$ cat config.mk
export PLATFORM = sky130hd
export DESIGN_NAME = ascii_attitude_frame_encoder_top
export DESIGN_NICKNAME = d
export VERILOG_FILES = /design/src/design/aafe_pkg.sv /design/src/design/ascii_attitude_frame_encoder_top.sv /design/src/design/aafe_front.sv /design/src/design/aafe_fifo.sv /design/src/design/aafe_back.sv
export SDC_FILE = /design/constraint.sdc
export NUM_CORES = 1
export LEC_CHECK = 0
export BUFFER_PORTS_ARGS = -buffer_cell sky130_fd_sc_hd__buf_2
export CAP_MARGIN = 20
export CORE_ASPECT_RATIO = 1.25
export CORE_MARGIN = 2
export CORE_UTILIZATION = 30
export CTS_CLUSTER_SIZE = 28
export DETAILED_ROUTE_END_ITERATION = 8
export PLACE_DENSITY = 0.48
export SYNTH_ARGS = -nofsm -noshare
export SYNTH_HDL_FRONTEND = slang
export SYNTH_SLANG_ARGS = --single-unit
$ cat constraint.sdc
create_clock -name clk -period 6.83 [get_ports clk]
set_input_delay 1.366 -clock clk [delete_from_list [all_inputs] [get_ports clk]]
set_output_delay 1.366 -clock clk [all_outputs]
set_load 0.1 [all_outputs]
$ cat src/design/aafe_pkg.sv
// Shared types, constants and character helpers for the ASCII attitude frame encoder.
`timescale 1ns / 1ps

package aafe_pkg;

    // Input word layout, lowest bit first
    localparam int IN_TDATA_W = 112;
    localparam int OFS_PITCH  = 0;
    localparam int OFS_ROLL   = 16;
    localparam int OFS_IAS    = 32;
    localparam int OFS_ALT    = 48;
    localparam int OFS_LAT    = 66;
    localparam int OFS_VERT   = 82;
    localparam int OFS_LIFT   = 98;

    // Field limits
    localparam logic signed [15:0] PITCH_LIM = 16'sd999;
    localparam logic signed [15:0] ROLL_LIM  = 16'sd9999;
    localparam logic signed [15:0] IAS_LIM   = 16'sd9999;
    localparam logic signed [17:0] ALT_LIM   = 18'sd99999;
    localparam logic signed [15:0] G_LIM     = 16'sd99;
    localparam logic [6:0]         LIFT_LIM  = 7'd99;

    // Binary to BCD converter lanes
    localparam int NLANE      = 7;
    localparam int LANE_PITCH = 0;
    localparam int LANE_ROLL  = 1;
    localparam int LANE_IAS   = 2;
    localparam int LANE_ALT   = 3;
    localparam int LANE_LAT   = 4;
    localparam int LANE_VERT  = 5;
    localparam int LANE_LIFT  = 6;
    localparam int MAG_W      = 17;
    localparam int BCD_W      = 20;
    localparam int ITERS      = MAG_W;
    localparam int ITER_W     = $clog2(ITERS);
    localparam logic [ITER_W-1:0] ITER_LAST = ITER_W'(ITERS - 1);

    // Queue between front and back
    localparam int QDEPTH = 2;
    localparam int QPTR_W = $clog2(QDEPTH);
    localparam int QCNT_W = $clog2(QDEPTH + 1);

    // Frame character positions
    localparam logic [5:0] POS_SOF    = 6'd0;
    localparam logic [5:0] POS_ONE_A  = 6'd1;
    localparam logic [5:0] POS_ONE_B  = 6'd2;
    localparam logic [5:0] POS_ZERO_A = 6'd3;
    localparam logic [5:0] POS_ZERO_B = 6'd10;
    localparam logic [5:0] POS_PITCH  = 6'd11;
    localparam logic [5:0] POS_ROLL   = 6'd15;
    localparam logic [5:0] POS_FILL_A = 6'd20;
    localparam logic [5:0] POS_IAS    = 6'd23;
    localparam logic [5:0] POS_ALT    = 6'd27;
    localparam logic [5:0] POS_FILL_B = 6'd33;
    localparam logic [5:0] POS_LAT    = 6'd37;
    localparam logic [5:0] POS_VERT   = 6'd40;
    localparam logic [5:0] POS_LIFT   = 6'd43;
    localparam logic [5:0] POS_FILL_C = 6'd45;
    localparam logic [5:0] POS_SUM_HI = 6'd55;
    localparam logic [5:0] POS_SUM_LO = 6'd56;
    localparam logic [5:0] POS_CR     = 6'd57;
    localparam logic [5:0] POS_LF     = 6'd58;

    // ASCII codes
    localparam logic [7:0] CH_EQ    = 8'h3D;
    localparam logic [7:0] CH_ONE   = 8'h31;
    localparam logic [7:0] CH_ZERO  = 8'h30;
    localparam logic [7:0] CH_PLUS  = 8'h2B;
    localparam logic [7:0] CH_MINUS = 8'h2D;
    localparam logic [7:0] CH_FILL  = 8'h5F;
    localparam logic [7:0] CH_CR    = 8'h0D;
    localparam logic [7:0] CH_LF    = 8'h0A;
    localparam logic [7:0] CH_NUL   = 8'h00;
    localparam logic [7:0] HEX_ALPHA_BASE = 8'h37;

    // Converter state
    typedef enum logic [1:0] {
        CONV_IDLE,
        CONV_RUN,
        CONV_DONE
    } conv_state_t;

    // One decoded frame: signs and BCD digits
    typedef struct packed {
        logic        pitch_neg;
        logic        roll_neg;
        logic        alt_neg;
        logic        lat_neg;
        logic        vert_neg;
        logic [11:0] pitch_bcd;
        logic [15:0] roll_bcd;
        logic [15:0] ias_bcd;
        logic [19:0] alt_bcd;
        logic [7:0]  lat_bcd;
        logic [7:0]  vert_bcd;
        logic [7:0]  lift_bcd;
    } job_t;

    // One shift-add-3 step
    function automatic logic [BCD_W-1:0] dd_step(input logic [BCD_W-1:0] bcd,
                                                 input logic bit_in);
        logic [BCD_W-1:0] adj;
        adj = bcd;
        for (int i = 0; i < BCD_W / 4; i++) begin
            if (adj[4*i +: 4] >= 4'd5) begin
                adj[4*i +: 4] = adj[4*i +: 4] + 4'd3;
            end
        end
        return {adj[BCD_W-2:0], bit_in};
    endfunction

    function automatic logic [7:0] dig(input logic [3:0] d);
        return {4'h3, d};
    endfunction

    function automatic logic [7:0] sgn(input logic neg);
        return neg ? CH_MINUS : CH_PLUS;
    endfunction

    function automatic logic [7:0] hex(input logic [3:0] n);
        return (n < 4'd10) ? {4'h3, n} : HEX_ALPHA_BASE + {4'h0, n};
    endfunction

    // Character at a frame position
    function automatic logic [7:0] char_at(input logic [5:0] pos, input job_t j,
                                           input logic [7:0] sum);
        logic [7:0] c;
        case (pos) inside
            POS_SOF:                            c = CH_EQ;
            [POS_ONE_A:POS_ONE_B]:              c = CH_ONE;
            [POS_ZERO_A:POS_ZERO_B]:            c = CH_ZERO;
            POS_PITCH:                          c = sgn(j.pitch_neg);
            POS_PITCH + 6'd1:                   c = dig(j.pitch_bcd[11:8]);
            POS_PITCH + 6'd2:                   c = dig(j.pitch_bcd[7:4]);
            POS_PITCH + 6'd3:                   c = dig(j.pitch_bcd[3:0]);
            POS_ROLL:                           c = sgn(j.roll_neg);
            POS_ROLL + 6'd1:                    c = dig(j.roll_bcd[15:12]);
            POS_ROLL + 6'd2:                    c = dig(j.roll_bcd[11:8]);
            POS_ROLL + 6'd3:                    c = dig(j.roll_bcd[7:4]);
            POS_ROLL + 6'd4:                    c = dig(j.roll_bcd[3:0]);
            [POS_FILL_A:POS_FILL_A + 6'd2]:     c = CH_FILL;
            POS_IAS:                            c = dig(j.ias_bcd[15:12]);
            POS_IAS + 6'd1:                     c = dig(j.ias_bcd[11:8]);
            POS_IAS + 6'd2:                     c = dig(j.ias_bcd[7:4]);
            POS_IAS + 6'd3:                     c = dig(j.ias_bcd[3:0]);
            POS_ALT:                            c = sgn(j.alt_neg);
            POS_ALT + 6'd1:                     c = dig(j.alt_bcd[19:16]);
            POS_ALT + 6'd2:                     c = dig(j.alt_bcd[15:12]);
            POS_ALT + 6'd3:                     c = dig(j.alt_bcd[11:8]);
            POS_ALT + 6'd4:                     c = dig(j.alt_bcd[7:4]);
            POS_ALT + 6'd5:                     c = dig(j.alt_bcd[3:0]);
            [POS_FILL_B:POS_FILL_B + 6'd3]:     c = CH_FILL;
            POS_LAT:                            c = sgn(j.lat_neg);
            POS_LAT + 6'd1:                     c = dig(j.lat_bcd[7:4]);
            POS_LAT + 6'd2:                     c = dig(j.lat_bcd[3:0]);
            POS_VERT:                           c = sgn(j.vert_neg);
            POS_VERT + 6'd1:                    c = dig(j.vert_bcd[7:4]);
            POS_VERT + 6'd2:                    c = dig(j.vert_bcd[3:0]);
            POS_LIFT:                           c = dig(j.lift_bcd[7:4]);
            POS_LIFT + 6'd1:                    c = dig(j.lift_bcd[3:0]);
            [POS_FILL_C:POS_FILL_C + 6'd9]:     c = CH_FILL;
            POS_SUM_HI:                         c = hex(sum[7:4]);
            POS_SUM_LO:                         c = hex(sum[3:0]);
            POS_CR:                             c = CH_CR;
            POS_LF:                             c = CH_LF;
            default:                            c = CH_NUL;
        endcase
        return c;
    endfunction

endpackage

$ cat src/design/ascii_attitude_frame_encoder_top.sv
// Throughput: one character per cycle while m_tready does not stall, 59 characters per frame
// set by the back-end position counter; the BCD converter takes one sample word at a time and
// a two-entry queue keeps the back end fed so frames follow each other without gaps.
// Reset (rst_n, async low): queue empty, converter idle, mute threshold 0, no output word.
`timescale 1ns / 1ps

module ascii_attitude_frame_encoder_top (
    input  logic                            clk,
    input  logic                            rst_n,
    input  logic                            cfg_we,
    input  logic [7:0]                      cfg_wdata,  // mute_airspeed_knots
    input  logic                            s_tvalid,
    output logic                            s_tready,
    // s_tdata: pitch_tenths[15:0], roll_tenths[31:16], airspeed_tenths[47:32],
    // altitude_feet[65:48], lateral_hundredths[81:66], vertical_tenths[97:82],
    // lift_percent[104:98], zero fill[111:105]
    input  logic [aafe_pkg::IN_TDATA_W-1:0] s_tdata,
    output logic                            m_tvalid,
    input  logic                            m_tready,
    output logic [7:0]                      m_tdata,    // out_byte[7:0]
    output logic                            m_tlast     // frame_end
);

    logic           fq_valid, fq_ready;
    aafe_pkg::job_t fq_data;
    logic           bq_valid, bq_pop;
    aafe_pkg::job_t bq_data;

    // Front: accept, clamp, convert
    aafe_front u_front (
        .clk       (clk),
        .rst_n     (rst_n),
        .cfg_we    (cfg_we),
        .cfg_wdata (cfg_wdata),
        .s_tvalid  (s_tvalid),
        .s_tready  (s_tready),
        .s_tdata   (s_tdata),
        .q_valid   (fq_valid),
        .q_ready   (fq_ready),
        .q_data    (fq_data)
    );

    // Decoded frame queue
    aafe_fifo u_fifo (
        .clk      (clk),
        .rst_n    (rst_n),
        .wr_valid (fq_valid),
        .wr_ready (fq_ready),
        .wr_data  (fq_data),
        .rd_valid (bq_valid),
        .rd_pop   (bq_pop),
        .rd_data  (bq_data)
    );

    // Back: character serializer
    aafe_back u_back (
        .clk       (clk),
        .rst_n     (rst_n),
        .job_valid (bq_valid),
        .job_pop   (bq_pop),
        .job       (bq_data),
        .m_tvalid  (m_tvalid),
        .m_tready  (m_tready),
        .m_tdata   (m_tdata),
        .m_tlast   (m_tlast)
    );

endmodule

$ cat src/design/aafe_front.sv
// Front end: accepts sample words, clamps and mutes, converts magnitudes to BCD.
`timescale 1ns / 1ps

module aafe_front (
    input  logic                              clk,
    input  logic                              rst_n,
    input  logic                              cfg_we,
    input  logic [7:0]                        cfg_wdata,
    input  logic                              s_tvalid,
    output logic                              s_tready,
    input  logic [aafe_pkg::IN_TDATA_W-1:0]   s_tdata,
    output logic                              q_valid,
    input  logic                              q_ready,
    output aafe_pkg::job_t                    q_data
);

    logic [7:0] mute_reg;

    // Stage 1: clamped sample set
    logic               s1_valid_reg, s1_valid_next;
    logic signed [10:0] s1_pitch_reg;
    logic signed [14:0] s1_roll_reg;
    logic [13:0]        s1_ias_reg;
    logic signed [17:0] s1_alt_reg;
    logic signed [7:0]  s1_lat_reg;
    logic signed [7:0]  s1_vert_reg;
    logic [6:0]         s1_lift_reg;

    logic signed [15:0] pitch_in, roll_in, ias_in, lat_in, vert_in;
    logic signed [17:0] alt_in;
    logic [6:0]         lift_in;
    logic [11:0]        mute10;
    logic               live;
    logic signed [15:0] pitch_c, roll_c, lat_c, vert_c;
    logic signed [17:0] alt_c;
    logic [13:0]        ias_c;
    logic [6:0]         lift_c;
    logic               accept;

    // Converter
    aafe_pkg::conv_state_t      state_reg, state_next;
    logic [aafe_pkg::ITER_W-1:0] iter_reg, iter_next;
    logic [aafe_pkg::MAG_W-1:0] mag_reg [aafe_pkg::NLANE];
    logic [aafe_pkg::BCD_W-1:0] bcd_reg [aafe_pkg::NLANE];
    logic [aafe_pkg::MAG_W-1:0] mag_load [aafe_pkg::NLANE];
    logic [4:0]                 neg_reg;
    logic                       conv_load;

    // Configuration register
    always_ff @(posedge clk or negedge rst_n)
    begin
        if (!rst_n)
        begin
            mute_reg <= 8'd0;
        end
        else if (cfg_we)
        begin
            mute_reg <= cfg_wdata;
        end
    end

    // Field extraction, clamping and muting
    always_comb
    begin
        pitch_in = $signed(s_tdata[aafe_pkg::OFS_PITCH +: 16]);
        roll_in  = $signed(s_tdata[aafe_pkg::OFS_ROLL +: 16]);
        ias_in   = $signed(s_tdata[aafe_pkg::OFS_IAS +: 16]);
        alt_in   = $signed(s_tdata[aafe_pkg::OFS_ALT +: 18]);
        lat_in   = $signed(s_tdata[aafe_pkg::OFS_LAT +: 16]);
        vert_in  = $signed(s_tdata[aafe_pkg::OFS_VERT +: 16]);
        lift_in  = s_tdata[aafe_pkg::OFS_LIFT +: 7];

        mute10 = {1'b0, mute_reg, 3'b000} + {3'b000, mute_reg, 1'b0};
        live   = $signed({ias_in[15], ias_in}) >= $signed({5'b00000, mute10});

        if (pitch_in < -aafe_pkg::PITCH_LIM)     pitch_c = -aafe_pkg::PITCH_LIM;
        else if (pitch_in > aafe_pkg::PITCH_LIM) pitch_c = aafe_pkg::PITCH_LIM;
        else                                     pitch_c = pitch_in;

        if (roll_in < -aafe_pkg::ROLL_LIM)       roll_c = -aafe_pkg::ROLL_LIM;
        else if (roll_in > aafe_pkg::ROLL_LIM)   roll_c = aafe_pkg::ROLL_LIM;
        else                                     roll_c = roll_in;

        if (alt_in < -aafe_pkg::ALT_LIM)         alt_c = -aafe_pkg::ALT_LIM;
        else if (alt_in > aafe_pkg::ALT_LIM)     alt_c = aafe_pkg::ALT_LIM;
        else                                     alt_c = alt_in;

        if (lat_in < -aafe_pkg::G_LIM)           lat_c = -aafe_pkg::G_LIM;
        else if (lat_in > aafe_pkg::G_LIM)       lat_c = aafe_pkg::G_LIM;
        else                                     lat_c = lat_in;

        if (vert_in < -aafe_pkg::G_LIM)          vert_c = -aafe_pkg::G_LIM;
        else if (vert_in > aafe_pkg::G_LIM)      vert_c = aafe_pkg::G_LIM;
        else                                     vert_c = vert_in;

        if (!live || ias_in < 16'sd0)            ias_c = 14'd0;
        else if (ias_in > aafe_pkg::IAS_LIM)     ias_c = aafe_pkg::IAS_LIM[13:0];
        else                                     ias_c = ias_in[13:0];

        if (!live)                               lift_c = 7'd0;
        else if (lift_in > aafe_pkg::LIFT_LIM)   lift_c = aafe_pkg::LIFT_LIM;
        else                                     lift_c = lift_in;
    end

    // Stage 1 handshake: refills as soon as the converter takes the word
    assign conv_load = s1_valid_reg && (state_reg == aafe_pkg::CONV_IDLE);
    assign s_tready  = !s1_valid_reg || conv_load;
    assign accept    = s_tvalid && s_tready;

    always_comb
    begin
        s1_valid_next = s1_valid_reg;
        if (accept)
        begin
            s1_valid_next = 1'b1;
        end
        else if (conv_load)
        begin
            s1_valid_next = 1'b0;
        end
    end

    always_ff @(posedge clk or negedge rst_n)
    begin
        if (!rst_n)
        begin
            s1_valid_reg <= 1'b0;
        end
        else
        begin
            s1_valid_reg <= s1_valid_next;
        end
    end

    always_ff @(posedge clk)
    begin
        if (accept)
        begin
            s1_pitch_reg <= pitch_c[10:0];
            s1_roll_reg  <= roll_c[14:0];
            s1_ias_reg   <= ias_c;
            s1_alt_reg   <= alt_c;
            s1_lat_reg   <= lat_c[7:0];
            s1_vert_reg  <= vert_c[7:0];
            s1_lift_reg  <= lift_c;
        end
    end

    // Magnitudes loaded into the converter lanes
    always_comb
    begin
        mag_load[aafe_pkg::LANE_PITCH] = s1_pitch_reg[10]
            ? 17'(-$signed({{6{s1_pitch_reg[10]}}, s1_pitch_reg}))
            : {6'd0, s1_pitch_reg};
        mag_load[aafe_pkg::LANE_ROLL] = s1_roll_reg[14]
            ? 17'(-$signed({{2{s1_roll_reg[14]}}, s1_roll_reg}))
            : {2'd0, s1_roll_reg};
        mag_load[aafe_pkg::LANE_IAS] = {3'd0, s1_ias_reg};
        mag_load[aafe_pkg::LANE_ALT] = s1_alt_reg[17]
            ? 17'(-s1_alt_reg)
            : s1_alt_reg[16:0];
        mag_load[aafe_pkg::LANE_LAT] = s1_lat_reg[7]
            ? 17'(-$signed({{9{s1_lat_reg[7]}}, s1_lat_reg}))
            : {9'd0, s1_lat_reg};
        mag_load[aafe_pkg::LANE_VERT] = s1_vert_reg[7]
            ? 17'(-$signed({{9{s1_vert_reg[7]}}, s1_vert_reg}))
            : {9'd0, s1_vert_reg};
        mag_load[aafe_pkg::LANE_LIFT] = {10'd0, s1_lift_reg};
    end

    // Converter sequencer
    always_comb
    begin
        state_next = state_reg;
        iter_next  = iter_reg;
        case (state_reg)
            aafe_pkg::CONV_IDLE:
            begin
                if (conv_load)
                begin
                    state_next = aafe_pkg::CONV_RUN;
                    iter_next  = '0;
                end
            end
            aafe_pkg::CONV_RUN:
            begin
                iter_next = iter_reg + 1'b1;
                if (iter_reg == aafe_pkg::ITER_LAST)
                begin
                    state_next = aafe_pkg::CONV_DONE;
                end
            end
            aafe_pkg::CONV_DONE:
            begin
                if (q_ready)
                begin
                    state_next = aafe_pkg::CONV_IDLE;
                end
            end
            default:
            begin
                state_next = aafe_pkg::CONV_IDLE;
            end
        endcase
    end

    always_ff @(posedge clk or negedge rst_n)
    begin
        if (!rst_n)
        begin
            state_reg <= aafe_pkg::CONV_IDLE;
            iter_reg  <= '0;
        end
        else
        begin
            state_reg <= state_next;
            iter_reg  <= iter_next;
        end
    end

    // Converter lanes: one bit per cycle of every magnitude
    always_ff @(posedge clk)
    begin
        if (conv_load)
        begin
            for (int i = 0; i < aafe_pkg::NLANE; i++)
            begin
                mag_reg[i] <= mag_load[i];
                bcd_reg[i] <= '0;
            end
            neg_reg <= {s1_pitch_reg[10], s1_roll_reg[14], s1_alt_reg[17],
                        s1_lat_reg[7], s1_vert_reg[7]};
        end
        else if (state_reg == aafe_pkg::CONV_RUN)
        begin
            for (int i = 0; i < aafe_pkg::NLANE; i++)
            begin
                mag_reg[i] <= {mag_reg[i][aafe_pkg::MAG_W-2:0], 1'b0};
                bcd_reg[i] <= aafe_pkg::dd_step(bcd_reg[i], mag_reg[i][aafe_pkg::MAG_W-1]);
            end
        end
    end

    // Finished frame toward the queue
    assign q_valid = (state_reg == aafe_pkg::CONV_DONE);

    always_comb
    begin
        q_data.pitch_neg = neg_reg[4];
        q_data.roll_neg  = neg_reg[3];
        q_data.alt_neg   = neg_reg[2];
        q_data.lat_neg   = neg_reg[1];
        q_data.vert_neg  = neg_reg[0];
        q_data.pitch_bcd = bcd_reg[aafe_pkg::LANE_PITCH][11:0];
        q_data.roll_bcd  = bcd_reg[aafe_pkg::LANE_ROLL][15:0];
        q_data.ias_bcd   = bcd_reg[aafe_pkg::LANE_IAS][15:0];
        q_data.alt_bcd   = bcd_reg[aafe_pkg::LANE_ALT];
        q_data.lat_bcd   = bcd_reg[aafe_pkg::LANE_LAT][7:0];
        q_data.vert_bcd  = bcd_reg[aafe_pkg::LANE_VERT][7:0];
        q_data.lift_bcd  = bcd_reg[aafe_pkg::LANE_LIFT][7:0];
    end

endmodule

$ cat src/design/aafe_fifo.sv
// Short register queue of decoded frames between front and back.
`timescale 1ns / 1ps

module aafe_fifo (
    input  logic           clk,
    input  logic           rst_n,
    input  logic           wr_valid,
    output logic           wr_ready,
    input  aafe_pkg::job_t wr_data,
    output logic           rd_valid,
    input  logic           rd_pop,
    output aafe_pkg::job_t rd_data
);

    aafe_pkg::job_t              mem_reg [aafe_pkg::QDEPTH];
    logic [aafe_pkg::QPTR_W-1:0] wr_ptr_reg, wr_ptr_next;
    logic [aafe_pkg::QPTR_W-1:0] rd_ptr_reg, rd_ptr_next;
    logic [aafe_pkg::QCNT_W-1:0] count_reg, count_next;
    logic                        push, pop;

    assign wr_ready = (count_reg < aafe_pkg::QCNT_W'(aafe_pkg::QDEPTH));
    assign rd_valid = (count_reg != '0);
    assign push     = wr_valid && wr_ready;
    assign pop      = rd_pop && rd_valid;
    assign rd_data  = mem_reg[rd_ptr_reg];

    // Pointer and fill count update
    always_comb
    begin
        wr_ptr_next = wr_ptr_reg;
        rd_ptr_next = rd_ptr_reg;
        count_next  = count_reg;
        if (push)
        begin
            wr_ptr_next = (wr_ptr_reg == aafe_pkg::QPTR_W'(aafe_pkg::QDEPTH - 1))
                          ? '0 : wr_ptr_reg + 1'b1;
        end
        if (pop)
        begin
            rd_ptr_next = (rd_ptr_reg == aafe_pkg::QPTR_W'(aafe_pkg::QDEPTH - 1))
                          ? '0 : rd_ptr_reg + 1'b1;
        end
        if (push && !pop)
        begin
            count_next = count_reg + 1'b1;
        end
        else if (pop && !push)
        begin
            count_next = count_reg - 1'b1;
        end
    end

    always_ff @(posedge clk or negedge rst_n)
    begin
        if (!rst_n)
        begin
            wr_ptr_reg <= '0;
            rd_ptr_reg <= '0;
            count_reg  <= '0;
        end
        else
        begin
            wr_ptr_reg <= wr_ptr_next;
            rd_ptr_reg <= rd_ptr_next;
            count_reg  <= count_next;
        end
    end

    // Entry storage
    always_ff @(posedge clk)
    begin
        if (push)
        begin
            mem_reg[wr_ptr_reg] <= wr_data;
        end
    end

endmodule

$ cat src/design/aafe_back.sv
// Back end: walks the 59 frame positions, sums the payload and drives the output word.
`timescale 1ns / 1ps

module aafe_back (
    input  logic           clk,
    input  logic           rst_n,
    input  logic           job_valid,
    output logic           job_pop,
    input  aafe_pkg::job_t job,
    output logic           m_tvalid,
    input  logic           m_tready,
    output logic [7:0]     m_tdata,
    output logic           m_tlast
);

    aafe_pkg::job_t job_reg;
    logic           active_reg, active_next;
    logic [5:0]     pos_reg, pos_next;
    logic [7:0]     sum_reg, sum_next;
    logic           out_valid_reg, out_valid_next;
    logic [7:0]     out_byte_reg;
    logic           out_last_reg;
    logic           gen, last_pos, load;
    logic [7:0]     cur_byte;

    assign gen      = active_reg && (!out_valid_reg || m_tready);
    assign last_pos = (pos_reg == aafe_pkg::POS_LF);
    assign load     = job_valid && (!active_reg || (gen && last_pos));
    assign job_pop  = load;
    assign cur_byte = aafe_pkg::char_at(pos_reg, job_reg, sum_reg);

    // Position, checksum and output register control
    always_comb
    begin
        active_next    = active_reg;
        pos_next       = pos_reg;
        sum_next       = sum_reg;
        out_valid_next = out_valid_reg;

        if (load)
        begin
            active_next = 1'b1;
            pos_next    = '0;
        end
        else if (gen)
        begin
            if (last_pos)
            begin
                active_next = 1'b0;
                pos_next    = '0;
            end
            else
            begin
                pos_next = pos_reg + 1'b1;
            end
        end

        if (gen)
        begin
            if (pos_reg == aafe_pkg::POS_SOF)
            begin
                sum_next = cur_byte;
            end
            else if (pos_reg < aafe_pkg::POS_SUM_HI)
            begin
                sum_next = sum_reg + cur_byte;
            end
            out_valid_next = 1'b1;
        end
        else if (m_tready)
        begin
            out_valid_next = 1'b0;
        end
    end

    always_ff @(posedge clk or negedge rst_n)
    begin
        if (!rst_n)
        begin
            active_reg    <= 1'b0;
            pos_reg       <= '0;
            sum_reg       <= '0;
            out_valid_reg <= 1'b0;
        end
        else
        begin
            active_reg    <= active_next;
            pos_reg       <= pos_next;
            sum_reg       <= sum_next;
            out_valid_reg <= out_valid_next;
        end
    end

    // Payload registers
    always_ff @(posedge clk)
    begin
        if (load)
        begin
            job_reg <= job;
        end
        if (gen)
        begin
            out_byte_reg <= cur_byte;
            out_last_reg <= last_pos;
        end
    end

    assign m_tvalid = out_valid_reg;
    assign m_tdata  = out_byte_reg;
    assign m_tlast  = out_last_reg;

endmodule

==> run metrics <==
Synth area leader edfxtp_1; Post-synth EDFFs 575; Slew @ Worst Pin 1.05 ns; total wire length 64.3 mm; number of diodes 0; Pre-Repair DR Iteration Count 7; max FFs per register 186; post-cts hold buffer count 0; clock buffer count from CTS 69; CP max FO 18; Largest delay share family, worst path simple AND/OR/NAND/NOR gates; WP data required 7.31 ns; hold endpoint u_fifo.mem_reg[0][92]; die height 350 µm; antenna-violating nets left 0; synthesized area per cell 12.4 µm²; TNS Setup 0 ns; setup ws final 1.69 ns; Mapped Area 0.0288 mm²; Die Width 281 µm; Min-Delay Startpoint u_front.neg_reg[4]; Clock Latency Late Sink 0.61 ns; status finished clean; number of global-route vias before repair 18500; Post-Place Worst Slack 1.84 ns; final period utilization 75.2%; DR WL/cell 17.1 µm; CP Class flip-flop to flip-flop; largest net degree at the start of global routing 131; r2r endpoint u_back.sum_reg[6]; post-synth top area share 60.0%; initial antenna violation count 3; CP Buf/Inv Count 2; die footprint 0.0984 mm²; critical path capture point type flip-flop; slowest CP cell ha_1; hold path depth 0; Tot Pwr 13900 µW; worst min path class flip-flop to flip-flop; top cells by area, synth edfxtp_1, mux2_2, ha_1; drt via density 4.81; Reg2Reg Depth 17; FMAX 0.195 GHz; DRC 0; CP Data Arrival Time 5.62 ns; first-pass GRT wire length 103 mm; ys async rst share 5.84%; Vias 18100; postcts setup bufs 0; Initial Utilization 30.4%; final hold violations 0; Max-Cap Viols 0; Reg clk slew, reported paths 0.06 ns; VDD IR max 370 µV; Mapped Cells 2311; Syn-to-layout area delta 15.1%; synth warn 0; Power Dens Cells 419 mW/mm²; post-synthesis cell type count 94; Fillers 9342; CP cell instances inv_1 -> ha_1 -> and2_0 -> nor4_1 -> or4_1 -> nor3_1 -> nand3_1 -> o211ai_1 -> ha_1 -> inv_1 -> fa_1 -> nor2b_1 -> o21ai_0 -> a21boi_0 -> o21a_1 -> nor3_1 -> o41ai_1; skew final 0.0169 ns; I/O pin count 136; Slew Viols, Final 0; ys flop type edfxtp_1; post-layout min period 5.14 ns; CTS-repair resized insts 0; Leak 0.0121 µW; origin of the critical flop-to-flop path u_back.pos_reg[0]; Initial DRC Count 969; CTS H-tree lvls 3; final setup violation count 0; Util after Layout 34.9%; # nets final 2650; dpl hpwl 43.7 mm; TritonCTS clock tree done; # rows 126; syn_nets 2521; Overflow after GRT 0; unrepaired setup endpoints after global routing no; core area 0.0947 mm²; clk sinks 616; GPL Wtd Cong 0.909; critical path startpoint category flip-flop; layout cells sized above 1 15.5%; R2R Setup Slk 1.69 ns; # port buffers 127; GRT Util Overall 13.2%; CTS max path bufs 3; crit-path max cell delay 0.67 ns; Max-slew headroom 30.3%; flops & latches, synth 616; CTS root buffer clkbuf_16; Seq/Total Area, Yosys 63.5%
-- cell usage in the layout (no fill, tap or decap), drive strengths merged, types with 59 or more instances in the layout --
master  instances
nor2          193
buf           151
inv            95
clkbuf         85
ha             83
mux2          102
xor2           59
nand2         256
edfxtp        575
o21ai         133
a21oi         135
-- layer usage --
metal  wire length, µm  part of all wire, %  vias to the layer above  global-route usage (%)
met3              2660                  4.1                      105                    2.18
met2             32300                   50                      374                    23.2
met1             27700                   43                     8892                    16.1
met5                41                0.064                        -                       0
met4              1620                  2.5                        6                    4.66
li1                  -                    -                     8766                       -
-- Yosys cell counts (46+ instances only) --
master / number
xor2_1: 59
nor2_1: 192
a21oi_1: 135
o21ai_0: 127
clkbuf_1: 58
and2_1: 53
nand2_1: 256
ha_1: 83
mux2_2: 102
edfxtp_1: 575
nor3_1: 46
inv_1: 91
-- logic make-up (layout without fill, tap and decap cells) --
| family | after synthesis | in the layout | share of synthesized area [%] |
|---|---|---|---|
| other cells | 1 | 1 | 0.0130 |
| mux | 108 | 108 | 4.20 |
| compound gates | 463 | 463 | 10.2 |
| flops | 616 | 616 | 63.5 |
| xor+xnor | 103 | 103 | 3.14 |
| simple gates | 750 | 750 | 12.6 |
| buf+inv | 185 | 367 | 2.63 |
| fa+ha+maj | 85 | 85 | 3.75 |
-- worst max path at each step --
stage | startpoint | to | cells after the start | slack (ns)
6_report | u_back.pos_reg[0] | u_back.sum_reg[6] | 17 | 1.69
5_1_grt | u_back.pos_reg[0] | u_back.sum_reg[6] | 17 | 1.37
4_1_cts | u_back.pos_reg[0] | u_back.sum_reg[6] | 17 | 1.76
3_5_place_dp | u_back.pos_reg[0] | u_back.sum_reg[6] | 17 | 1.84
3_3_place_gp | u_back.pos_reg[0] | u_back.sum_reg[6] | 17 | 1.89
2_1_floorplan | u_front.state_reg[1] | u_front.bcd_reg[0][0] | 4 | 0.87
-- cell type report --
class / count / area [µm²] / area share [%]
Inverter: 92 / 347 / 1.05
Sequential cell: 616 / 18300 / 55.2
Multi-Input combinational cell: 1510 / 9780 / 29.5
Clock inverter: 39 / 398 / 1.20
Clock buffer: 85 / 1850 / 5.59
Timing Repair Buffer: 151 / 868 / 2.62
Tap cell: 1280 / 1600 / 4.84
-- report_power, final --
group          leakage (µW)  internal (µW)  switching (µW)  total [µW]
Sequential          0.00610           5430             600        6030
Combinational       0.00488           1560            2580        4140
Clock               0.00109           2200            1500        3700
Total                0.0121           9190            4680       13900
-- per-stage QoR --
stage               cells  hold slack [ns]  area, µm²
finish               3773            0.449      33100
CTS                  3770            0.453      33000
global route         3773            0.465      33100
floorplan            2311            0.421      28800
detailed placement   3646            0.438      30800
global placement     3646            0.431      30800
Note: power is estimated with default switching activity, not from simulation.
